## src/sv/ket_pkg.sv

```systemverilog
// ----------------------------------------------------------------------------
// Keyed entry table package
// Sizes, operation and status codes, controller states and the control
// bundle that the controller broadcasts along the row of table cells.
// ----------------------------------------------------------------------------
package ket_pkg;

   // Built table depth, the index width that follows from it, and the fixed widths.
   localparam int DEPTH   = 64;
   localparam int IDX_W   = (DEPTH > 1) ? $clog2(DEPTH) : 1;
   localparam int CNT_W   = 7;
   localparam int KEY_W   = 32;
   localparam int VALUE_W = 64;

   // Operation codes carried by an input transaction.
   typedef enum logic [1:0] {
      OP_ADD    = 2'd0,
      OP_DELETE = 2'd1,
      OP_UPDATE = 2'd2,
      OP_GET    = 2'd3
   } op_type;

   // Status codes returned with every result.
   typedef enum logic [2:0] {
      STATUS_OK         = 3'd0,
      STATUS_FULL       = 3'd1,
      STATUS_DUP_ADD    = 3'd2,
      STATUS_DEL_MISS   = 3'd3,
      STATUS_GET_MISS   = 3'd4,
      STATUS_UPD_CLASH  = 3'd5,
      STATUS_UPD_MISS   = 3'd6
   } status_type;

   // Controller states.
   typedef enum logic {
      STATE_IDLE  = 1'b0,
      STATE_APPLY = 1'b1
   } state_type;

   // Control broadcast from the controller to every cell.
   typedef struct packed {
      logic                      compare;
      logic signed [KEY_W-1:0]   cmp_key;
      logic signed [KEY_W-1:0]   cmp_new_key;
      logic [CNT_W-1:0]          count;
      logic                      do_add;
      logic                      do_delete;
      logic                      do_update;
      logic signed [KEY_W-1:0]   wr_key;
      logic [VALUE_W-1:0]        wr_value;
   } cell_ctrl_type;

endpackage

```

## src/sv/ket_cell.sv

```systemverilog
// ----------------------------------------------------------------------------
// Keyed entry table cell
// Holds one entry, compares it against the request keys, is written on add or
// update, and shifts down from above when it or an entry below is deleted.
// ----------------------------------------------------------------------------
module ket_cell (
   input  logic                                clock,
   input  logic [ket_pkg::IDX_W-1:0]           cell_index,
   input  ket_pkg::cell_ctrl_type              ctrl,
   input  logic signed [ket_pkg::KEY_W-1:0]    next_key,
   input  logic [ket_pkg::VALUE_W-1:0]         next_value,
   input  logic                                shift_in,
   output logic                                shift_out,
   output logic signed [ket_pkg::KEY_W-1:0]    key_out,
   output logic [ket_pkg::VALUE_W-1:0]         value_out,
   output logic                                hit_key,
   output logic                                hit_new_key,
   output logic signed [ket_pkg::KEY_W-1:0]    found_key,
   output logic [ket_pkg::VALUE_W-1:0]         found_value
);

   logic signed [ket_pkg::KEY_W-1:0]   key_ff, key_in;
   logic [ket_pkg::VALUE_W-1:0]        value_ff, value_in;
   logic                               hit_key_ff, hit_key_in;
   logic                               hit_new_ff, hit_new_in;
   logic                               active;
   logic                               at_tail;

   // The cell holds a live entry when its place lies below the count.
   assign active  = ({1'b0, cell_index} < (ket_pkg::IDX_W + 1)'(ctrl.count));
   assign at_tail = ({1'b0, cell_index} == (ket_pkg::IDX_W + 1)'(ctrl.count));

   // Key comparison is captured when a transaction is accepted.
   always_comb begin
      hit_key_in = hit_key_ff;
      hit_new_in = hit_new_ff;
      if (ctrl.compare) begin
         hit_key_in = active && (key_ff == ctrl.cmp_key);
         hit_new_in = active && (key_ff == ctrl.cmp_new_key);
      end
   end

   // Entry update: append at the tail, replace on update, shift on delete.
   always_comb begin
      key_in   = key_ff;
      value_in = value_ff;
      if (ctrl.do_add && at_tail) begin
         key_in   = ctrl.wr_key;
         value_in = ctrl.wr_value;
      end else if (ctrl.do_update && hit_key_ff) begin
         key_in   = ctrl.wr_key;
         value_in = ctrl.wr_value;
      end else if (ctrl.do_delete && shift_out) begin
         key_in   = next_key;
         value_in = next_value;
      end
   end

   always_ff @(posedge clock) begin
      key_ff     <= key_in;
      value_ff   <= value_in;
      hit_key_ff <= hit_key_in;
      hit_new_ff <= hit_new_in;
   end

   // Every entry above the deleted one moves down one place.
   assign shift_out   = shift_in | hit_key_ff;
   assign key_out     = key_ff;
   assign value_out   = value_ff;
   assign hit_key     = hit_key_ff;
   assign hit_new_key = hit_new_ff;
   assign found_key   = hit_key_ff ? key_ff : '0;
   assign found_value = hit_key_ff ? value_ff : '0;

endmodule

```

## config.mk

```make
export PLATFORM = sky130hd
export DESIGN_NAME = ket_cell
export DESIGN_NICKNAME = d
export VERILOG_FILES = /design/src/sv/ket_pkg.sv /design/src/sv/ket_cell.sv
export SDC_FILE = /design/constraint.sdc
export NUM_CORES = 1
export LEC_CHECK = 0
export BUFFER_PORTS_ARGS = -buffer_cell sky130_fd_sc_hd__buf_4
export CAP_MARGIN = 20
export CORE_AREA = 2 2 184 186
export DETAILED_ROUTE_END_ITERATION = 8
export DIE_AREA = 0 0 186 188
export GPL_TIMING_DRIVEN = 0
export PLACE_DENSITY = 0.51
export SLEW_MARGIN = 20
export SYNTH_ARGS = -nofsm -noshare
export SYNTH_HDL_FRONTEND = slang
export SYNTH_SLANG_ARGS = --single-unit
```

## constraint.sdc

```tcl
create_clock -name clock -period 4.71 [get_ports clock]
set_clock_uncertainty 0.05 [all_clocks]
set_input_delay 1.413 -clock clock [delete_from_list [all_inputs] [get_ports clock]]
set_output_delay 1.413 -clock clock [all_outputs]
set_load 0.05 [all_outputs]
```

# After elaboration in Yosys (flattened, before gate mapping)
# Cells that the tools add are included.
# W data, S select, Z words.
[word_totals] out_inout_bits=195 wordCells=23 inputBits=275 reg_bits=98
[classes] muxes=8 bitwise=1 reduce_logical=6 magnitude_cmp=1 eq_ne=3
[op_table] cell="$mux W64" n=4
[op_table] cell="$mux W32" n=4
[op_table] cell="$eq A32 B32 Y1" n=2
[op_table] cell="$eq A6 B7 Y1" n=1
[op_table] cell="$lt A6 B7 Y1" n=1
[op_table] cell="$logic_and A1 B1 Y1" n=5
[op_table] cell="$reduce_bool A3 Y1" n=1
[op_table] cell="$or A1 B1 Y1" n=1

# Depth between registers and ports, before layout
[logic_depth] word_depth=5 mapped_depth=7

# Least setup slack after synthesis
# Ideal clock, no wire load.
[synth_timing] path_kind="input port to flip-flop" startpoint="input port ctrl[103] (netlist bit)" endpoint="register key_ff (netlist bit key_out[0]), enable pin" arrival_time_ns=4.361 setup_slack_ns=-0.155 cell_stages=7 n_path_buf=2 cell_sequence="inv_1 -> ha_1 -> nand4b_2 -> o21ai_2 -> buf_6 -> buf_6 -> a21o_1"
[synth_between] elab_chain_len=3
[synth_rtl] element="from (decl)" line="ket_cell.sv:9" rtl="input ket_pkg::cell_ctrl_type ctrl,"
[synth_rtl] element="$eq A6 B7 Y1" line="ket_cell.sv:31" rtl="assign at_tail = ({1'b0, cell_index} == (ket_pkg::IDX_W + 1)'(ctrl.count));"
[synth_rtl] element="$logic_and A1 B1 Y1" line="ket_cell.sv:47" rtl="if (ctrl.do_add && at_tail) begin"
[synth_rtl] element="$reduce_bool A3 Y1 (no source line)"
[synth_rtl] element="to (signal assigned)" line="ket_cell.sv:60" rtl="key_ff <= key_in;"
[synth_rtl] element="to (decl)" line="ket_cell.sv:22" rtl="logic signed [ket_pkg::KEY_W-1:0] key_ff, key_in;"
# No other way between the ends.
# A chain may end at the register's enable or synchronous reset.

# Final worst setup path
[layout_timing] startpoint="input port ctrl[103] (netlist bit)" endpoint="register value_ff (netlist bit value_out[47]), enable pin"
[layout_between] elab_chain_len=3
[layout_rtl] element="$eq A6 B7 Y1" line="ket_cell.sv:31"
[layout_rtl] element="$logic_and A1 B1 Y1" line="ket_cell.sv:47"
[layout_rtl] element="$reduce_bool A3 Y1 (no source line)"
[layout_rtl] element="to (signal assigned)" line="ket_cell.sv:61" rtl="value_ff <= value_in;"
[layout_rtl] element="to (decl)" line="ket_cell.sv:23" rtl="logic [ket_pkg::VALUE_W-1:0] value_ff, value_in;"
# No other way between the ends.

==> reports/results.ini <==
[floorplanning]
rows = 67
num_io_pins = 470
start_util_pct = 17.0
dieWidth_um = 186
die-area_um2 = 35000
core_um2 = 33100
die_h_um = 188

[layout]
layout-area-overhead-vs-synth_pct = 78.7
final_common_cell = buf_4
seq_area_um2 = 2940
most-common-layout-cells = buf_4, edfxtp_1, and2_1
fillers = 3463
drive_gt1_share_pct = 62.4
final_cells = 1358
stdcell_area_um2 = 10000
final_nets = 1183
multi_input_area_um2 = 2540

[critical_path]
criticalPathCategory = primary input to register
end_kind = register
cp-start-kind = primary input
cp_max_fo = 49
required_ns = 4.69
cp.arrival_ns = 4.14

[clock_network]
htreeDepth = 3
cts_made_buffers = 9
cts-root-buf = clkbuf_16
clock_latency_ns = 0.36
tritoncts = done
post-cts-setup-buffer-count = 0
cts_sinks = 98
clk_path_buf_depth = 2
cts-resized-gates = 0
clkSlewWorstSetupHoldPaths_ns = 0.09
hold_buffers = 0

[timing]
maxClockFrequency_ghz = 0.240
relSlewSlack_pct = 42.1
fin_crit_ns = 4.16
finalMaxSlewViolations = 0
hold_viol_final = 0
setup_viol = 0
rsz0062_at_grt = no
min_period_over_period_pct = 88.4
worstMarginPinSlew_ns = 0.860

[logic_synthesis]
synth_cell_types = 21
muxShareOfSynthArea_pct = 19.2
synth_xor_area_share_pct = 9.98
yosysWarnings = 0
syn_inst = 421
synth_nets = 702
synth-compound-area-share_pct = 0.691
ys_ff_latch = 98
syn_area_um2 = 5620
synth_fa_ha_area_share_pct = 1.34
synth_simple_gate_area_share_pct = 13.9
ys_seq_area_share_pct = 52.4
synth_top_family_by_area = multiplexers
syn_avg_cell_area_um2 = 13.3

[route]
avgViaCountPerCell = 3.83
vias = 5201
wl_per_cell_um = 19.6
totalWireLength_um = 26600
ant_nets = 0
drt-initial-drc-count = 132
drtPass1Iterations = 4
drc = 0

[power_and_ir_drop]
ir_drop_mv = 0.137
p_total_mw = 2.79
leakagePower_nw = 4.50
cellPowerDensity_nw_per_um2 = 278

[grt]
grt_pass1_wl_um = 35800
antenna_found_initial = 2
gr-total-overflow = 0
first_global_vias = 5332
grt_max_degree = 50
grt_usage_pct = 14.4

[worst_hold_path]
hold_class = register to register

[place]
dp_cells = 1339
gp_congestion = 0.790
io_buffer_count = 469
placed_area_um2 = 9730
dp_hpwl_um = 21700

[flow_run]
drv_cap = 0

[status]
status = completed

## layer usage
layer / track usage [%] / vias up / wire [µm]
met3: 3.57 / 10 / 1790
met2: 25.8 / 234 / 13700
met4: 2.67 / 4 / 172
li1: - / 2468 / -
met1: 17.4 / 2485 / 10900
met5: 0 / - / 30
## sequential cells by signal (all words and copies together) (netlist names)
name / cells
hit_key: 1
value_out: 64
key_out: 32
hit_new_key: 1
## critical path, stage by stage
cell,delay [ns]
buf_4,0.08
inv_1,0.04
ha_1,0.30
nand4b_2,0.15
o21ai_2,0.63
buf_6,0.30
buf_6,0.23
a21o_4,0.57
buf_16,0.32
## final cells by class
| class | instances | share of cell area (%) |
|---|---|---|
| Buffer | 20 | 1.13 |
| Antenna cell | 3 | 0.0748 |
| Timing Repair Buffer | 470 | 35.4 |
| Sequential cell | 98 | 29.3 |
| Clock inverter | 5 | 0.623 |
| Clock buffer | 11 | 2.32 |
| Multi-Input combinational cell | 296 | 25.3 |
| Tap cell | 448 | 5.58 |
| Inverter | 7 | 0.262 |
## cell usage after synthesis
library cell   n  area (µm²)
a21o_1         2        15.0
a21oi_1        2        10.0
and2_1        96         601
buf_2          6        30.0
buf_6          4        45.0
clkbuf_1      10        37.5
edfxtp_1      98        2940
ha_1           6        75.1
inv_1          7        26.3
mux2_1        29         327
mux2_2        67         754
nand2_1        1        3.75
nand4_1        5        31.3
nand4b_2       1        15.0
nor2_1         1        3.75
nor2b_1        1        6.26
nor4_1        18         113
o21ai_0        1        5.00
o21ai_2        1        8.76
or2_2          1        6.26
xor2_1        64         561
## report_power, final
part,leakage (nW),internal [mW],switching [mW]
sequential,0.952,1.04,0.0607
combinational,3.41,0.362,0.526
clock,0.136,0.418,0.385
total,4.50,1.82,0.971
## cells by family (layout without fill, tap and decap cells)
group                      after synthesis  in the layout
DFF                                     98             98
and+or+nand+nor                        124            124
muxes                                   96             96
buffers and inverters                   27            513
AOI/OAI and AO/OA                        6              6
xor gates and xnor gates                64             64
adders and majority gates                6              6
other                                    0              3
## worst paths after layout
kind / from / endpoint / slack, ns / cells past startpoint
setup / recovery: ctrl[103] / value_out[47] / 0.55 / 9
hold / removal: key_out[29] / hit_new_key / 0.93 / 4
setup reg to reg: hit_key / value_out[47] / 1.79 / 6
hold reg to reg: key_out[29] / hit_new_key / 0.93 / 4
## metrics by stage
step	TNS [ns]	util [%]	setup slack (ns)	hold WS [ns]
3_3_place_gp	-91.72	29.3	-0.969	0.918
5_1_grt	0	30.3	0.400	0.963
3_5_place_dp	0	29.4	0.0883	0.934
6_report	0	30.3	0.546	0.929
4_1_cts	0	30.3	0.471	0.946
2_1_floorplan	0	-	0.680	1.12
No activity file was read; power rests on OpenSTA's default activity.
